$ cat src/hdl/afca_pkg.sv
// Shared types and constants for the allele frequency covariance accumulator.
// No dependencies; afca_div and the accumulator in hdl/ import this package.
`timescale 1ns / 1ps

package afca_pkg;

  localparam int ACC_W   = 48;  // accumulator and weight width
  localparam int VALUE_W = 32;  // normalized output width
  localparam int KEPT_W  = 32;  // kept-site counter width
  localparam int QUOT_W  = 33;  // divider quotient width, one bit above the output range
  localparam int CFG_IDX_W  = 2;
  localparam int CFG_DATA_W = 16;

  localparam logic [CFG_IDX_W-1:0] REG_POP_COUNT     = 2'd0;
  localparam logic [CFG_IDX_W-1:0] REG_MAF_THRESHOLD = 2'd1;

  typedef enum logic [2:0] {
    STAT_OK             = 3'd0,
    STAT_ZERO_TOTAL     = 3'd1,
    STAT_POP_MISMATCH   = 3'd2,
    STAT_TOTAL_MISMATCH = 3'd3,
    STAT_NONE_PASSED    = 3'd4
  } status_e;

  typedef enum logic [3:0] {
    S_CLEAR,
    S_IDLE,
    S_FREQ,
    S_MEAN,
    S_CHECK,
    S_WMUL,
    S_WADD,
    S_OP_RD,
    S_OP_MUL,
    S_OP_WR,
    S_FIN,
    S_RD_RD,
    S_RD_LOAD,
    S_RD_DIV,
    S_RD_OUT
  } state_e;

  typedef struct packed {
    logic busy;
    logic done;
    logic ovf;
  } div_stat_t;

endpackage

$ cat src/hdl/afca_if.sv
// Valid/ready channel interfaces for the count input and the readout output.
// No dependencies.
`timescale 1ns / 1ps

interface afca_in_if;
  logic        valid;
  logic        ready;
  logic        operation;
  logic [15:0] first_count;
  logic [15:0] second_count;
  logic        end_of_site;

  modport source (output valid, operation, first_count, second_count, end_of_site,
                  input ready);
  modport sink   (input valid, operation, first_count, second_count, end_of_site,
                  output ready);
endinterface

interface afca_out_if;
  logic               valid;
  logic               ready;
  logic [2:0]         row_index;
  logic [2:0]         col_num;
  logic signed [31:0] cov_value;
  logic [2:0]         status;
  logic [31:0]        kept_sites;
  logic               last;

  modport source (output valid, row_index, col_num, cov_value, status, kept_sites, last,
                  input ready);
  modport sink   (input valid, row_index, col_num, cov_value, status, kept_sites, last,
                  output ready);
endinterface

$ cat src/hdl/afca_div.sv
// Bit-serial restoring divider, one quotient bit per cycle, shared by all divides.
// Depends on afca_pkg for the status struct. Dividend arrives left-aligned.
`timescale 1ns / 1ps

module afca_div
  import afca_pkg::*;
#(
  parameter int DW   = 64,
  parameter int DENW = 48,
  parameter int QW   = 33,
  parameter int CW   = 7
) (
  input  logic            clk_i,
  input  logic            rst_ni,
  input  logic            start_i,
  input  logic [DW-1:0]   num_i,
  input  logic [CW-1:0]   nbits_i,
  input  logic [DENW-1:0] den_i,
  output logic [QW-1:0]   quot_o,
  output div_stat_t       stat_o
);

  logic [DW-1:0]   d_q;
  logic [DENW-1:0] r_q;
  logic [DENW-1:0] den_q;
  logic [QW-1:0]   q_q;
  logic            ovf_q;
  logic [CW-1:0]   cnt_q;
  logic            busy_q;
  logic            done_q;

  logic [DENW:0]   r_sh;
  logic [DENW+1:0] diff;
  logic            ge;

  assign r_sh = {r_q, d_q[DW-1]};
  assign diff = {1'b0, r_sh} - {2'b00, den_q};
  assign ge   = !diff[DENW+1];

  always_ff @(posedge clk_i or negedge rst_ni) begin
    if (!rst_ni) begin
      busy_q <= 1'b0;
      done_q <= 1'b0;
      cnt_q  <= '0;
    end else begin
      done_q <= 1'b0;
      if (start_i) begin
        busy_q <= 1'b1;
        cnt_q  <= nbits_i;
      end else if (busy_q) begin
        cnt_q <= cnt_q - CW'(1);
        if (cnt_q == CW'(1)) begin
          busy_q <= 1'b0;
          done_q <= 1'b1;
        end
      end
    end
  end

  always_ff @(posedge clk_i) begin
    if (start_i) begin
      d_q   <= num_i;
      r_q   <= '0;
      den_q <= den_i;
      q_q   <= '0;
      ovf_q <= 1'b0;
    end else if (busy_q) begin
      d_q   <= {d_q[DW-2:0], 1'b0};
      r_q   <= ge ? diff[DENW-1:0] : r_sh[DENW-1:0];
      // sticky overflow once a set bit leaves the top of the quotient
      ovf_q <= ovf_q | q_q[QW-1];
      q_q   <= {q_q[QW-2:0], ge};
    end
  end

  assign quot_o      = q_q;
  assign stat_o.busy = busy_q;
  assign stat_o.done = done_q;
  assign stat_o.ovf  = ovf_q;

endmodule

$ cat src/hdl/allele_freq_covariance_accumulator.sv
// Allele frequency covariance accumulator: per-site frequency, filter, outer product.
// Count item: a frequency divide, plus at site end a mean divide, the filter check and,
// if it passes, the weight states (S_WMUL, S_WADD), then S_OP_RD, S_OP_MUL, S_OP_WR per
// triangle entry through the one multiplier. Finish: an error status entry, or each entry
// through the serial divider, then a clear sweep. Reset clears control state, then a sweep
// over all MAX_POPS*(MAX_POPS+1)/2 accumulator entries zeroes them; input is held off meanwhile.
`timescale 1ns / 1ps

module allele_freq_covariance_accumulator
  import afca_pkg::*;
#(
  parameter int MAX_POPS   = 8,
  parameter int COUNT_BITS = 16,
  parameter int FRAC_BITS  = 16
) (
  input  logic                  clk_i,
  input  logic                  rst_ni,
  input  logic                  cfg_we_i,
  input  logic [CFG_IDX_W-1:0]  cfg_idx_i,
  input  logic [CFG_DATA_W-1:0] cfg_data_i,
  afca_in_if.sink               in_i,
  afca_out_if.source            out_o
);

  localparam int F      = FRAC_BITS;
  localparam int C      = COUNT_BITS;
  localparam int TOTW   = C + 1;
  localparam int FW     = F + 1;
  localparam int FSUM_W = FW + $clog2(MAX_POPS + 1);
  localparam int IDXW   = $clog2(MAX_POPS);
  localparam int POSW   = $clog2(MAX_POPS + 1);
  localparam int TRI    = MAX_POPS * (MAX_POPS + 1) / 2;
  localparam int KW     = $clog2(TRI);
  localparam int DW     = ACC_W + F;
  localparam int DCW    = $clog2(DW + 1);
  localparam int MULW   = F + 2;
  localparam int PW     = 2 * MULW;
  localparam int SW     = ((PW > ACC_W) ? PW : ACC_W) + 1;
  localparam int CMPW   = FW + 16;

  state_e state_q, state_d;

  logic [3:0]  pop_count_q;
  logic [15:0] maf_q;

  logic [TOTW-1:0]           tot_q [MAX_POPS];
  logic [FW-1:0]             freq_mem [MAX_POPS];
  logic signed [ACC_W-1:0]   acc_mem [TRI];

  logic [ACC_W-1:0]          weight_q;
  logic [FSUM_W-1:0]         fsum_q;
  logic [KEPT_W-1:0]         kept_q;
  logic [POSW-1:0]           pos_q;
  logic                      known_q;
  status_e                   err_q, code_q;
  logic                      eos_q;
  logic [FW-1:0]             m_q;
  logic [IDXW-1:0]           i_q, j_q;
  logic [KW-1:0]             k_q;
  logic [FW-1:0]             fi_q, fj_q;
  logic signed [ACC_W-1:0]   acc_rd_q;
  logic signed [PW-1:0]      prod_q;

  logic                      out_valid_q;
  logic [2:0]                row_q, col_q;
  logic [VALUE_W-1:0]        val_q;
  status_e                   stat_q;
  logic [KEPT_W-1:0]         kept_out_q;
  logic                      last_q;

  // divider hookup
  logic              div_start;
  logic [DW-1:0]     div_num;
  logic [DCW-1:0]    div_nbits;
  logic [ACC_W-1:0]  div_den;
  logic [QUOT_W-1:0] div_quot;
  div_stat_t         div_stat;

  afca_div #(.DW(DW), .DENW(ACC_W), .QW(QUOT_W), .CW(DCW)) u_div (
    .clk_i   (clk_i),
    .rst_ni  (rst_ni),
    .start_i (div_start),
    .num_i   (div_num),
    .nbits_i (div_nbits),
    .den_i   (div_den),
    .quot_o  (div_quot),
    .stat_o  (div_stat)
  );

  // populations in use
  logic [POSW-1:0] p;
  always_comb begin
    if (pop_count_q < 4'd2) p = POSW'(2);
    else if (32'(pop_count_q) > MAX_POPS) p = POSW'(MAX_POPS);
    else p = POSW'(pop_count_q);
  end

  // input decode
  logic            in_fire;
  logic [C-1:0]    cnt_a, cnt_b;
  logic [TOTW-1:0] total;
  logic [IDXW-1:0] pos_idx;
  status_e         fin_code;

  assign in_i.ready = (state_q == S_IDLE);
  assign in_fire    = in_i.valid && in_i.ready;
  assign cnt_a      = C'(in_i.first_count);
  assign cnt_b      = C'(in_i.second_count);
  assign total      = TOTW'(cnt_a) + TOTW'(cnt_b);
  assign pos_idx    = pos_q[IDXW-1:0];

  always_comb begin
    if (err_q != STAT_OK) fin_code = err_q;
    else if (pos_q != '0) fin_code = STAT_POP_MISMATCH;
    else if (kept_q == '0 || weight_q == '0) fin_code = STAT_NONE_PASSED;
    else fin_code = STAT_OK;
  end

  // frequency bookkeeping
  logic [FSUM_W-1:0] fsum_nx;
  logic [POSW-1:0]   pos_nx;
  assign fsum_nx = fsum_q + FSUM_W'(div_quot[FW-1:0]);
  assign pos_nx  = pos_q + POSW'(1);

  // filter test at equal scale
  logic [FW-1:0] one_m;
  logic          pass;
  assign one_m = (FW'(1) << F) - m_q;
  assign pass  = ((CMPW'(m_q) << 16) > (CMPW'(maf_q) << F)) &&
                 ((CMPW'(one_m) << 16) > (CMPW'(maf_q) << F));

  // shared multiplier
  logic signed [MULW-1:0] mul_a, mul_b;
  logic signed [PW-1:0]   mul_p;
  always_comb begin
    if (state_q == S_WMUL) begin
      mul_a = $signed({1'b0, m_q});
      mul_b = $signed({1'b0, one_m});
    end else begin
      mul_a = $signed({1'b0, fi_q}) - $signed({1'b0, m_q});
      mul_b = $signed({1'b0, fj_q}) - $signed({1'b0, m_q});
    end
  end
  assign mul_p = mul_a * mul_b;

  // saturating accumulate and weight update
  logic signed [SW-1:0]    acc_sum;
  logic signed [ACC_W-1:0] acc_sat;
  logic [SW-1:0]           w_sum;
  logic [ACC_W-1:0]        w_sat;
  assign acc_sum = SW'(acc_rd_q) + SW'(prod_q);
  always_comb begin
    if (acc_sum[SW-1:ACC_W-1] == '0 || acc_sum[SW-1:ACC_W-1] == '1) begin
      acc_sat = acc_sum[ACC_W-1:0];
    end else if (acc_sum[SW-1]) begin
      acc_sat = {1'b1, {(ACC_W-1){1'b0}}};
    end else begin
      acc_sat = {1'b0, {(ACC_W-1){1'b1}}};
    end
  end
  assign w_sum = SW'(weight_q) + SW'($unsigned(prod_q));
  assign w_sat = (w_sum[SW-1:ACC_W] != '0) ? '1 : w_sum[ACC_W-1:0];

  // triangle walk
  logic            ij_last;
  logic [IDXW-1:0] i_nx, j_nx;
  assign ij_last = (POSW'(i_q) == p - POSW'(1)) && (POSW'(j_q) == p - POSW'(1));
  always_comb begin
    if (POSW'(j_q) == p - POSW'(1)) begin
      i_nx = i_q + IDXW'(1);
      j_nx = i_q + IDXW'(1);
    end else begin
      i_nx = i_q;
      j_nx = j_q + IDXW'(1);
    end
  end

  // readout value
  logic [ACC_W-1:0]   mag;
  logic [VALUE_W-1:0] norm_val;
  assign mag = acc_rd_q[ACC_W-1] ? (~acc_rd_q + ACC_W'(1)) : acc_rd_q;
  always_comb begin
    if (acc_rd_q[ACC_W-1]) begin
      if (div_stat.ovf || div_quot > (QUOT_W'(1) << (VALUE_W - 1))) begin
        norm_val = {1'b1, {(VALUE_W-1){1'b0}}};
      end else begin
        norm_val = ~div_quot[VALUE_W-1:0] + VALUE_W'(1);
      end
    end else if (div_stat.ovf || div_quot[QUOT_W-1:VALUE_W-1] != '0) begin
      norm_val = {1'b0, {(VALUE_W-1){1'b1}}};
    end else begin
      norm_val = div_quot[VALUE_W-1:0];
    end
  end

  logic out_free;
  assign out_free = !out_valid_q || out_o.ready;

  // next state and strobes
  logic acc_we, acc_re, clear_run, out_load;
  logic signed [ACC_W-1:0] acc_wd;
  always_comb begin
    state_d   = state_q;
    div_start = 1'b0;
    div_num   = '0;
    div_nbits = '0;
    div_den   = '0;
    acc_we    = 1'b0;
    acc_wd    = '0;
    acc_re    = 1'b0;
    clear_run = 1'b0;
    out_load  = 1'b0;
    case (state_q)
      S_CLEAR: begin
        acc_we = 1'b1;
        if (32'(k_q) == TRI - 1) state_d = S_IDLE;
      end
      S_IDLE: begin
        if (in_fire) begin
          if (in_i.operation) begin
            state_d = S_FIN;
          end else if (err_q == STAT_OK && pos_q < p && total != '0 &&
                       (!known_q || tot_q[pos_idx] == total)) begin
            div_start = 1'b1;
            div_num   = DW'({cnt_a, {F{1'b0}}}) << (DW - C - F);
            div_nbits = DCW'(C + F);
            div_den   = ACC_W'(total);
            state_d   = S_FREQ;
          end
        end
      end
      S_FREQ: begin
        if (div_stat.done) begin
          if (!eos_q) begin
            state_d = S_IDLE;
          end else if (pos_nx != p) begin
            state_d = S_IDLE;
          end else begin
            div_start = 1'b1;
            div_num   = DW'(fsum_nx) << (DW - FSUM_W);
            div_nbits = DCW'(FSUM_W);
            div_den   = ACC_W'(p);
            state_d   = S_MEAN;
          end
        end
      end
      S_MEAN:   if (div_stat.done) state_d = S_CHECK;
      S_CHECK:  state_d = pass ? S_WMUL : S_IDLE;
      S_WMUL:   state_d = S_WADD;
      S_WADD:   state_d = S_OP_RD;
      S_OP_RD: begin
        acc_re  = 1'b1;
        state_d = S_OP_MUL;
      end
      S_OP_MUL: state_d = S_OP_WR;
      S_OP_WR: begin
        acc_we  = 1'b1;
        acc_wd  = acc_sat;
        state_d = ij_last ? S_IDLE : S_OP_RD;
      end
      S_FIN: begin
        if (code_q != STAT_OK) begin
          if (out_free) begin
            out_load  = 1'b1;
            clear_run = 1'b1;
            state_d   = S_CLEAR;
          end
        end else begin
          state_d = S_RD_RD;
        end
      end
      S_RD_RD: begin
        acc_re  = 1'b1;
        state_d = S_RD_LOAD;
      end
      S_RD_LOAD: begin
        div_start = 1'b1;
        div_num   = {mag, {F{1'b0}}};
        div_nbits = DCW'(DW);
        div_den   = weight_q;
        state_d   = S_RD_DIV;
      end
      S_RD_DIV: if (div_stat.done) state_d = S_RD_OUT;
      S_RD_OUT: begin
        if (out_free) begin
          out_load = 1'b1;
          if (ij_last) begin
            clear_run = 1'b1;
            state_d   = S_CLEAR;
          end else begin
            state_d = S_RD_RD;
          end
        end
      end
      default: state_d = S_IDLE;
    endcase
  end

  always_ff @(posedge clk_i or negedge rst_ni) begin
    if (!rst_ni) state_q <= S_CLEAR;
    else state_q <= state_d;
  end

  // configuration
  always_ff @(posedge clk_i or negedge rst_ni) begin
    if (!rst_ni) begin
      pop_count_q <= 4'd2;
      maf_q       <= '0;
    end else if (cfg_we_i) begin
      case (cfg_idx_i)
        REG_POP_COUNT:     pop_count_q <= cfg_data_i[3:0];
        REG_MAF_THRESHOLD: maf_q       <= cfg_data_i;
        default: ;
      endcase
    end
  end

  // run control state
  always_ff @(posedge clk_i or negedge rst_ni) begin
    if (!rst_ni) begin
      weight_q <= '0;
      fsum_q   <= '0;
      kept_q   <= '0;
      pos_q    <= '0;
      known_q  <= 1'b0;
      err_q    <= STAT_OK;
      code_q   <= STAT_OK;
      eos_q    <= 1'b0;
      i_q      <= '0;
      j_q      <= '0;
      k_q      <= '0;
    end else begin
      case (state_q)
        S_CLEAR: k_q <= k_q + KW'(1);
        S_IDLE: begin
          if (in_fire) begin
            if (in_i.operation) begin
              code_q <= fin_code;
              i_q    <= '0;
              j_q    <= '0;
              k_q    <= '0;
            end else if (err_q == STAT_OK) begin
              // sticky error: drop count transfers until finish
              if (pos_q >= p) err_q <= STAT_POP_MISMATCH;
              else if (total == '0) err_q <= STAT_ZERO_TOTAL;
              else if (known_q && tot_q[pos_idx] != total) err_q <= STAT_TOTAL_MISMATCH;
              else eos_q <= in_i.end_of_site;
            end
          end
        end
        S_FREQ: begin
          if (div_stat.done) begin
            fsum_q <= fsum_nx;
            pos_q  <= pos_nx;
            if (eos_q && pos_nx != p) err_q <= STAT_POP_MISMATCH;
          end
        end
        S_CHECK: begin
          known_q <= 1'b1;
          i_q     <= '0;
          j_q     <= '0;
          k_q     <= '0;
          if (!pass) begin
            pos_q  <= '0;
            fsum_q <= '0;
          end
        end
        S_WADD: begin
          weight_q <= w_sat;
          if (kept_q != '1) kept_q <= kept_q + KEPT_W'(1);
        end
        S_OP_WR: begin
          i_q <= i_nx;
          j_q <= j_nx;
          k_q <= k_q + KW'(1);
          if (ij_last) begin
            pos_q  <= '0;
            fsum_q <= '0;
          end
        end
        S_RD_OUT: begin
          // the last entry leaves the walk to the clear below
          if (out_free && !ij_last) begin
            i_q <= i_nx;
            j_q <= j_nx;
            k_q <= k_q + KW'(1);
          end
        end
        default: ;
      endcase
      if (clear_run) begin
        weight_q <= '0;
        fsum_q   <= '0;
        kept_q   <= '0;
        pos_q    <= '0;
        known_q  <= 1'b0;
        err_q    <= STAT_OK;
        k_q      <= '0;
      end
    end
  end

  // datapath registers
  always_ff @(posedge clk_i) begin
    if (state_q == S_IDLE && in_fire && !in_i.operation && !known_q && pos_q < p) begin
      tot_q[pos_idx] <= total;
    end
    if (state_q == S_MEAN && div_stat.done) m_q <= div_quot[FW-1:0];
    if (state_q == S_WMUL || state_q == S_OP_MUL) prod_q <= mul_p;
  end

  // frequency store: one write port, two registered read ports
  always_ff @(posedge clk_i) begin
    if (state_q == S_FREQ && div_stat.done) freq_mem[pos_idx] <= div_quot[FW-1:0];
    if (state_q == S_OP_RD) begin
      fi_q <= freq_mem[i_q];
      fj_q <= freq_mem[j_q];
    end
  end

  // accumulator memory: one write port, one registered read port
  always_ff @(posedge clk_i) begin
    if (acc_we) acc_mem[k_q] <= acc_wd;
    if (acc_re) acc_rd_q <= acc_mem[k_q];
  end

  // output register
  always_ff @(posedge clk_i or negedge rst_ni) begin
    if (!rst_ni) begin
      out_valid_q <= 1'b0;
    end else if (out_load) begin
      out_valid_q <= 1'b1;
    end else if (out_o.ready) begin
      out_valid_q <= 1'b0;
    end
  end

  always_ff @(posedge clk_i) begin
    if (out_load) begin
      kept_out_q <= kept_q;
      if (state_q == S_FIN) begin
        row_q  <= '0;
        col_q  <= '0;
        val_q  <= '0;
        stat_q <= code_q;
        last_q <= 1'b1;
      end else begin
        row_q  <= 3'(i_q);
        col_q  <= 3'(j_q);
        val_q  <= norm_val;
        stat_q <= STAT_OK;
        last_q <= ij_last;
      end
    end
  end

  assign out_o.valid      = out_valid_q;
  assign out_o.row_index  = row_q;
  assign out_o.col_num    = col_q;
  assign out_o.cov_value  = $signed(val_q);
  assign out_o.status     = stat_q;
  assign out_o.kept_sites = kept_out_q;
  assign out_o.last       = last_q;

`ifndef SYNTHESIS
  a_div_start_idle: assert property (@(posedge clk_i) disable iff (!rst_ni)
    div_start |-> !div_stat.busy)
    else $error("divider started while busy");
  a_err_is_last: assert property (@(posedge clk_i) disable iff (!rst_ni)
    out_valid_q && stat_q != STAT_OK |-> last_q)
    else $error("error result not marked last");
  a_acc_addr: assert property (@(posedge clk_i) disable iff (!rst_ni)
    acc_we |-> 32'(k_q) < TRI)
    else $error("accumulator address out of range");
  a_pos_range: assert property (@(posedge clk_i) disable iff (!rst_ni)
    state_q == S_IDLE |-> pos_q <= p)
    else $error("site position beyond population count");
  a_load_free: assert property (@(posedge clk_i) disable iff (!rst_ni)
    out_load && out_valid_q |-> out_o.ready)
    else $error("output overwritten before transfer");
`endif

endmodule

$ cat src/flat_wrapper.sv
// flat-port wrapper written by rule: the top's interface ports become plain ports
module allele_freq_covariance_accumulator_flat import afca_pkg::*;
#(
  parameter int MAX_POPS   = 8,
  parameter int COUNT_BITS = 16,
  parameter int FRAC_BITS  = 16
)
  (clk_i, rst_ni, cfg_we_i, cfg_idx_i, cfg_data_i, in_i_valid, in_i_operation, in_i_first_count, in_i_second_count, in_i_end_of_site, in_i_ready, out_o_valid, out_o_row_index, out_o_col_num, out_o_cov_value, out_o_status, out_o_kept_sites, out_o_last, out_o_ready);
  afca_in_if in_i_i ();
  afca_out_if out_o_i ();
  input  logic clk_i;
  input  logic rst_ni;
  input  logic cfg_we_i;
  input  logic [CFG_IDX_W-1:0] cfg_idx_i;
  input  logic [CFG_DATA_W-1:0] cfg_data_i;
  input wire logic [$bits(in_i_i.valid)-1:0] in_i_valid;
  input wire logic [$bits(in_i_i.operation)-1:0] in_i_operation;
  input wire logic [$bits(in_i_i.first_count)-1:0] in_i_first_count;
  input wire logic [$bits(in_i_i.second_count)-1:0] in_i_second_count;
  input wire logic [$bits(in_i_i.end_of_site)-1:0] in_i_end_of_site;
  output wire logic [$bits(in_i_i.ready)-1:0] in_i_ready;
  output wire logic [$bits(out_o_i.valid)-1:0] out_o_valid;
  output wire logic [$bits(out_o_i.row_index)-1:0] out_o_row_index;
  output wire logic [$bits(out_o_i.col_num)-1:0] out_o_col_num;
  output wire logic [$bits(out_o_i.cov_value)-1:0] out_o_cov_value;
  output wire logic [$bits(out_o_i.status)-1:0] out_o_status;
  output wire logic [$bits(out_o_i.kept_sites)-1:0] out_o_kept_sites;
  output wire logic [$bits(out_o_i.last)-1:0] out_o_last;
  input wire logic [$bits(out_o_i.ready)-1:0] out_o_ready;
  assign in_i_i.valid = in_i_valid;
  assign in_i_i.operation = in_i_operation;
  assign in_i_i.first_count = in_i_first_count;
  assign in_i_i.second_count = in_i_second_count;
  assign in_i_i.end_of_site = in_i_end_of_site;
  assign in_i_ready = in_i_i.ready;
  assign out_o_valid = out_o_i.valid;
  assign out_o_row_index = out_o_i.row_index;
  assign out_o_col_num = out_o_i.col_num;
  assign out_o_cov_value = out_o_i.cov_value;
  assign out_o_status = out_o_i.status;
  assign out_o_kept_sites = out_o_i.kept_sites;
  assign out_o_last = out_o_i.last;
  assign out_o_i.ready = out_o_ready;
  allele_freq_covariance_accumulator #(.MAX_POPS(MAX_POPS), .COUNT_BITS(COUNT_BITS), .FRAC_BITS(FRAC_BITS)) u_core (.clk_i(clk_i), .rst_ni(rst_ni), .cfg_we_i(cfg_we_i), .cfg_idx_i(cfg_idx_i), .cfg_data_i(cfg_data_i), .in_i(in_i_i), .out_o(out_o_i));
endmodule
$ cat config.mk
export PLATFORM = sky130hd
export DESIGN_NAME = allele_freq_covariance_accumulator_flat
export DESIGN_NICKNAME = d
export VERILOG_FILES = /design/src/hdl/afca_pkg.sv /design/src/hdl/afca_if.sv /design/src/hdl/afca_div.sv /design/src/hdl/allele_freq_covariance_accumulator.sv /design/src/flat_wrapper.sv
export SDC_FILE = /design/constraint.sdc
export NUM_CORES = 2
export LEC_CHECK = 0
export BUFFER_PORTS_ARGS = -buffer_cell sky130_fd_sc_hd__buf_2
export CORE_MARGIN = 2
export CORE_UTILIZATION = 55
export CTS_BUF_LIST = sky130_fd_sc_hd__clkbuf_4 sky130_fd_sc_hd__clkbuf_8 sky130_fd_sc_hd__clkbuf_16
export CTS_CLUSTER_DIAMETER = 30
export CTS_CLUSTER_SIZE = 24
export DETAILED_ROUTE_END_ITERATION = 7
export GPL_TIMING_DRIVEN = 1
export PLACE_DENSITY = 0.71
export SLEW_MARGIN = 20
export SYNTH_ARGS = -nofsm -noshare
export SYNTH_HDL_FRONTEND = slang
export SYNTH_HIERARCHICAL = 1
export SYNTH_SLANG_ARGS = --single-unit
$ cat constraint.sdc
create_clock -name clk_i -period 11 [get_ports clk_i]
set_input_delay 1.65 -clock clk_i [delete_from_list [all_inputs] [get_ports clk_i]]
set_output_delay 1.65 -clock clk_i [all_outputs]
set_load 0.02 [all_outputs]
### Word level (Yosys, flattened, before mapping)

Memories as Yosys holds them, arrays and structs flattened. A register that Yosys moved wholly into a read port is not among the register bits.
Index checks and enable logic that the tools add are counted.

* add/sub/neg operators: 17
* multipliers: 1
* magnitude comparators: 7
* equal/unequal tests: 44
* multiplexer cells: 126
* bitwise logic cells: 7
* reduce and logical (&&, ||, !) cells: 60

Operators with widths (count)
* $mux W48: 12
* $mux W64: 8
* $mux W32: 6
* $pmux W64 S3: 1
* $pmux W48 S3: 1
* $add A48 B36 Y49: 2
* $mux W21: 4
* $mux W4: 19
* $gt A33 B32 Y1: 2
* $add A32 B1 Y32 const B: 2
* $pmux W21 S3: 1
* $mux W3: 20
* $pmux W4 S15: 1
* $sub A49 B48 Y50: 1
* $add A48 B2 Y48 const B: 1
* $logic_not A48 Y1: 1
* $not A48 Y48: 1
* $mux W7: 6
* $mul A18 B18 Y36: 1
* $mux W18: 2
* $sub A17 B17 Y18: 2
* $gt A33 B32 Y1 const B: 1
* $logic_not A32 Y1: 1
* $ne A32 B32 Y1 const B: 1
* other kinds (63): 165

* flip-flop bits (word level): 480
* bits in writable memories: 2000
* bits of input ports: 57
* output and inout port bits: 76
* logic and storage cells: 296
* memories kept: 3

Memories
* u_core.acc_mem: depth 36, width 48, rd ports 1, clocked after memory_dff 1, wr ports 1, line allele_freq_covariance_accumulator.sv:48 `logic signed [ACC_W-1:0] acc_mem [TRI];`
* u_core.freq_mem: depth 8, width 17, rd ports 2, clocked after memory_dff 2, wr ports 1, line allele_freq_covariance_accumulator.sv:47 `logic [FW-1:0] freq_mem [MAX_POPS];`
* u_core.tot_q: depth 8, width 17, rd ports 1, clocked after memory_dff 0, wr ports 1, line allele_freq_covariance_accumulator.sv:46 `logic [TOTW-1:0] tot_q [MAX_POPS];`

### Longest topological paths before layout

* depth in word-level cells: 12
* depth in mapped cells: 36
* depth with buffers taken out: 36

### Modules after synthesis

The synthesis kept the hierarchy.

Modules (own cells, without submodules)
* allele_freq_covariance_accumulator: instances 1, cells an instance 8063, area each 112038.7 sq um, sequential area each 70063.4 sq um
* afca_div: instances 1, cells an instance 1041, area each 10706.5 sq um, sequential area each 5230.0 sq um

### Least setup slack after synthesis

Ideal clock, no wire load.

* path kind: register to register
* start point: reg u_core.m_q[1]
* end point: reg u_core.prod_q[31], data pin
* setup time: 258 ps
* arrival time: 8161 ps
* required time: 10742 ps
* path slack: 2581 ps
* cell stages (with the launch flop): 35
* path buffers: 0
* period minus slack after synthesis: 8419 ps
* cell sequence: edfxtp_1 > inv_1 > ha_1 > nor2b_1 > o21ai_0 > a21boi_0 > o21ai_0 > a21boi_0 > o2111ai_1 > a31oi_1 > o211ai_1 > nor3b_1 > o31ai_1 > nand2_1 > fa_1 > inv_1 > fa_1 > inv_1 > fa_1 > inv_1 > fa_1 > fa_1 > inv_1 > fa_1 > inv_1 > ha_1 > a21o_1 > a21o_1 > a21oi_1 > o31ai_1 > a221o_1 > a21oi_1 > o21ai_0 > a21oi_1 > xnor2_1

* cells in the longest elaborated chain, start to end: 3
* elaborated cells between the ends (all ways): 6
* classes of those cells: add/sub (3); mul (1); mux (2)

Ends and longest elaborated chain
* start: declaration: line allele_freq_covariance_accumulator.sv:57 `logic [FW-1:0] m_q;`
* start signal: assignment: line allele_freq_covariance_accumulator.sv:408 `if (state_q == S_MEAN && div_stat.done) m_q <= div_quot[FW-1:0];`
* $sub A17 B17 Y18, or another cell as far along: line allele_freq_covariance_accumulator.sv:140 `mul_a = $signed({1'b0, fi_q}) - $signed({1'b0, m_q});`
* $mux W18: line allele_freq_covariance_accumulator.sv:136 `if (state_q == S_WMUL) begin`
* $mul A18 B18 Y36 (*): line allele_freq_covariance_accumulator.sv:144 `assign mul_p = mul_a * mul_b;`
* named net u_core.mul_p[31]: line allele_freq_covariance_accumulator.sv:134 `logic signed [PW-1:0] mul_p;`
* end signal: assignment: line allele_freq_covariance_accumulator.sv:409 `if (state_q == S_WMUL || state_q == S_OP_MUL) prod_q <= mul_p;`
* end: declaration: line allele_freq_covariance_accumulator.sv:62 `logic signed [PW-1:0] prod_q;`

Mark *: on every way through the listed nets, which the timed path passes. The rest lies on a longest branch.
A chain may end at the register's enable or synchronous reset.

### Worst setup path in the final report

Same ends and word-level chain as after synthesis.

==> metrics <==
CTS buffer count=445; nets=10,141; DR WL/cell=27.3 um; # DRC=0; uppermost layer routed=met5; metal2 WL=164 mm; CTS tree=built; die width=roughly 480 um; Worst Skew=0.117 ns; Tcrit/Tclk final=90.0%; violation count after the first detailed-route iteration=between 9,000 and 10,000; Synth Instances=around 9,100; MaxCap Viol Count=0; Final setup viols=0; synthesized area=123,000 sq um; Least-Margin Pin Slew=1.21 ns; worst path arrival time=10.54 ns; crit start category=register; gr usage total=30.3%; antenna violations before repair=7; total number of vias=slightly above 80,000; row count=about 170; Rel. slew slack=19.5%; Skew-Pair Late Insertion Delay=1.00 ns; worst hold path type=reg -> reg; io pins=133; drt pass-1 iters=8; Reg clk slew, reported paths=about 0.050 ns; CP max FO=9; Post-Route WL=between 300 and 400 mm; Synth warnings=6; port bufs=132; share of cells above drive strength 1=15.8%; reg2reg setup slack=1.10 ns; TNS Setup=0 ns; Initial Utilization=55.3%; DIE HEIGHT=476 um; Largest stage delay, worst path=0.65 ns; crit path launch=u_core/m_q[1]; Register-to-Register Path Depth=34; Area Growth Syn to Fin=16.7%; most frequent CP cell=inv_1; pins over their slew limit=0; unrepaired setup endpoints after global routing=no; largest net degree at the start of global routing=212; CP required=11.64 ns; antenna-violating nets left=0; Hold Vio Cnt, Final=0; hold_buf cts=0; fmax=0.101 GHz; die area=227,000 sq um; first-pass GRT wire length=519 mm; CP endpoint kind=register; Sink Count=between 2,000 and 3,000; Post-CTS Setup Inserts=0; metal3 WL=34.1 mm; dpl cell area=between 100,000 and 150,000 sq um; GPL Wtd Cong=between 0.9 and 1; # H-tree levels=5; root buf cell=clkbuf_16; Slowest cell on crit path=fa_1; vias in the first global route=just over 80,000; Synth Area per Inst=about 13 sq um; min Tclk post-route=9.90 ns; fillers=15,870; Clock Tree Buf Depth=4; M1 WL=134 mm; Final Cell Area=143,000 sq um; post-cts repair resize count=0; Vias/cell=6.41; DP HPWL=211 mm; result of the run=complete, no violations; worst setup path endpoint=u_core/prod_q[31]; R2R Path End=u_core/prod_q[31]; grt total ovfl=0; WS Path Type=reg -> reg; Core Area=~220,000 sq um; reg2reg start=u_core/m_q[1]
## cell type report
class                           count  area, sq um  area share, %
Sequential cell                  2561        75300           52.6
Multi-Input combinational cell   5522        44300           31.0
Clock buffer                      497        11600           8.11
Clock inverter                    320         3800           2.65
Tap cell                         2975         3720           2.60
Timing Repair Buffer              327         2350           1.64
Inverter                          551         2070           1.44
Antenna cell                        3         7.51        0.00524
## registers in the layout (all words and copies together), names as in the netlist, 6 cells and up
| signal | count |
|---|---|
| u_core/fi_q | 17 |
| u_core/m_q | 17 |
| u_core/out_o.kept_sites | 32 |
| u_core/kept_q | 32 |
| u_core/u_div/cnt_q | 7 |
| u_core/u_div/den_q | 48 |
| u_core/acc_rd_q | 48 |
| u_core/fj_q | 17 |
| u_core/freq_mem | 136 |
| u_core/u_div/r_q | 48 |
| u_core/u_div/quot_o | 33 |
| u_core/weight_q | 48 |
| u_core/k_q | 6 |
| u_core/tot_q | 136 |
| u_core/fsum_q | 21 |
| u_core/maf_q | 16 |
| u_core/u_div/d_q | 64 |
| u_core/out_o.cov_value | 32 |
| u_core/acc_mem | 1728 |
| u_core/prod_q | 36 |
## how the worst min path moves through the flow
| stage | startpoint | slack [ns] | depth (start not counted) | endpoint |
|---|---|---|---|---|
| CTS | u_core/u_div/r_q[41] | 0.46 | 2 | u_core/u_div/r_q[42] |
| floorplan | u_core/u_div/ovf_q | 0.44 | 2 | u_core/u_div/ovf_q |
| finish | u_core/u_div/r_q[41] | 0.46 | 2 | u_core/u_div/r_q[42] |
| global placement | u_core/u_div/ovf_q | 0.46 | 2 | u_core/u_div/ovf_q |
| global route | u_core/u_div/r_q[41] | 0.48 | 2 | u_core/u_div/r_q[42] |
| detailed placement | u_core/u_div/ovf_q | 0.47 | 2 | u_core/u_div/ovf_q |
## routing by layer
layer	global-route usage, %	up-vias
met3	6.05	862
li1	-	35383
met2	48.5	4440
met4	13.1	8
met5	0	-
met1	40.5	41044
## critical path: cells and delay by family, from the launching register on
family / cells / cell delay, ns
XOR/XNOR: 1 / 0.08
adder cells (fa/ha/maj): 8 / 3.97
AO/OA/AOI/OAI: 12 / 3.21
flip-flops: 1 / 0.49
AND/OR/NAND/NOR: 6 / 1.20
buffers and inverters: 7 / 0.68
## placed cells by master (no fill, tap or decap), drive strengths merged, types with 40 or more instances in the layout
cell type	n
edfxtp	2321
inv	606
nor2	585
nand2	555
clkbuf	497
a22oi	445
a21oi	436
ha	339
fa	337
buf	327
o21ai	324
xnor2	182
a22o	181
a221oi	178
a31oi	173
dfrtp	157
clkinv	145
xor2	135
nand4	131
mux4	124
a21o	123
mux2	123
nor3	122
nand3	92
and2	88
dfxtp	82
nor2b	80
mux2i	74
a211oi	68
bufinv	61
clkinvlp	59
nand2b	58
o31ai	49
or3	46
o21a	42
and3	41
nor4	40
## through the flow
stage          std cells  worst slack [ns]  hold slack (ns)  util (%)
3_3_place_gp       11932              1.40            0.464      57.4
5_1_grt            12753             0.476            0.484      64.5
6_report           12756              1.10            0.460      64.5
3_5_place_dp       11932              1.33            0.471      57.5
4_1_cts            12749              1.24            0.456      64.4
2_1_floorplan       9120              2.58            0.438         -
Power is not shown: default switching activity piles up to over one toggle a cycle in this logic, so the estimate is an artifact.
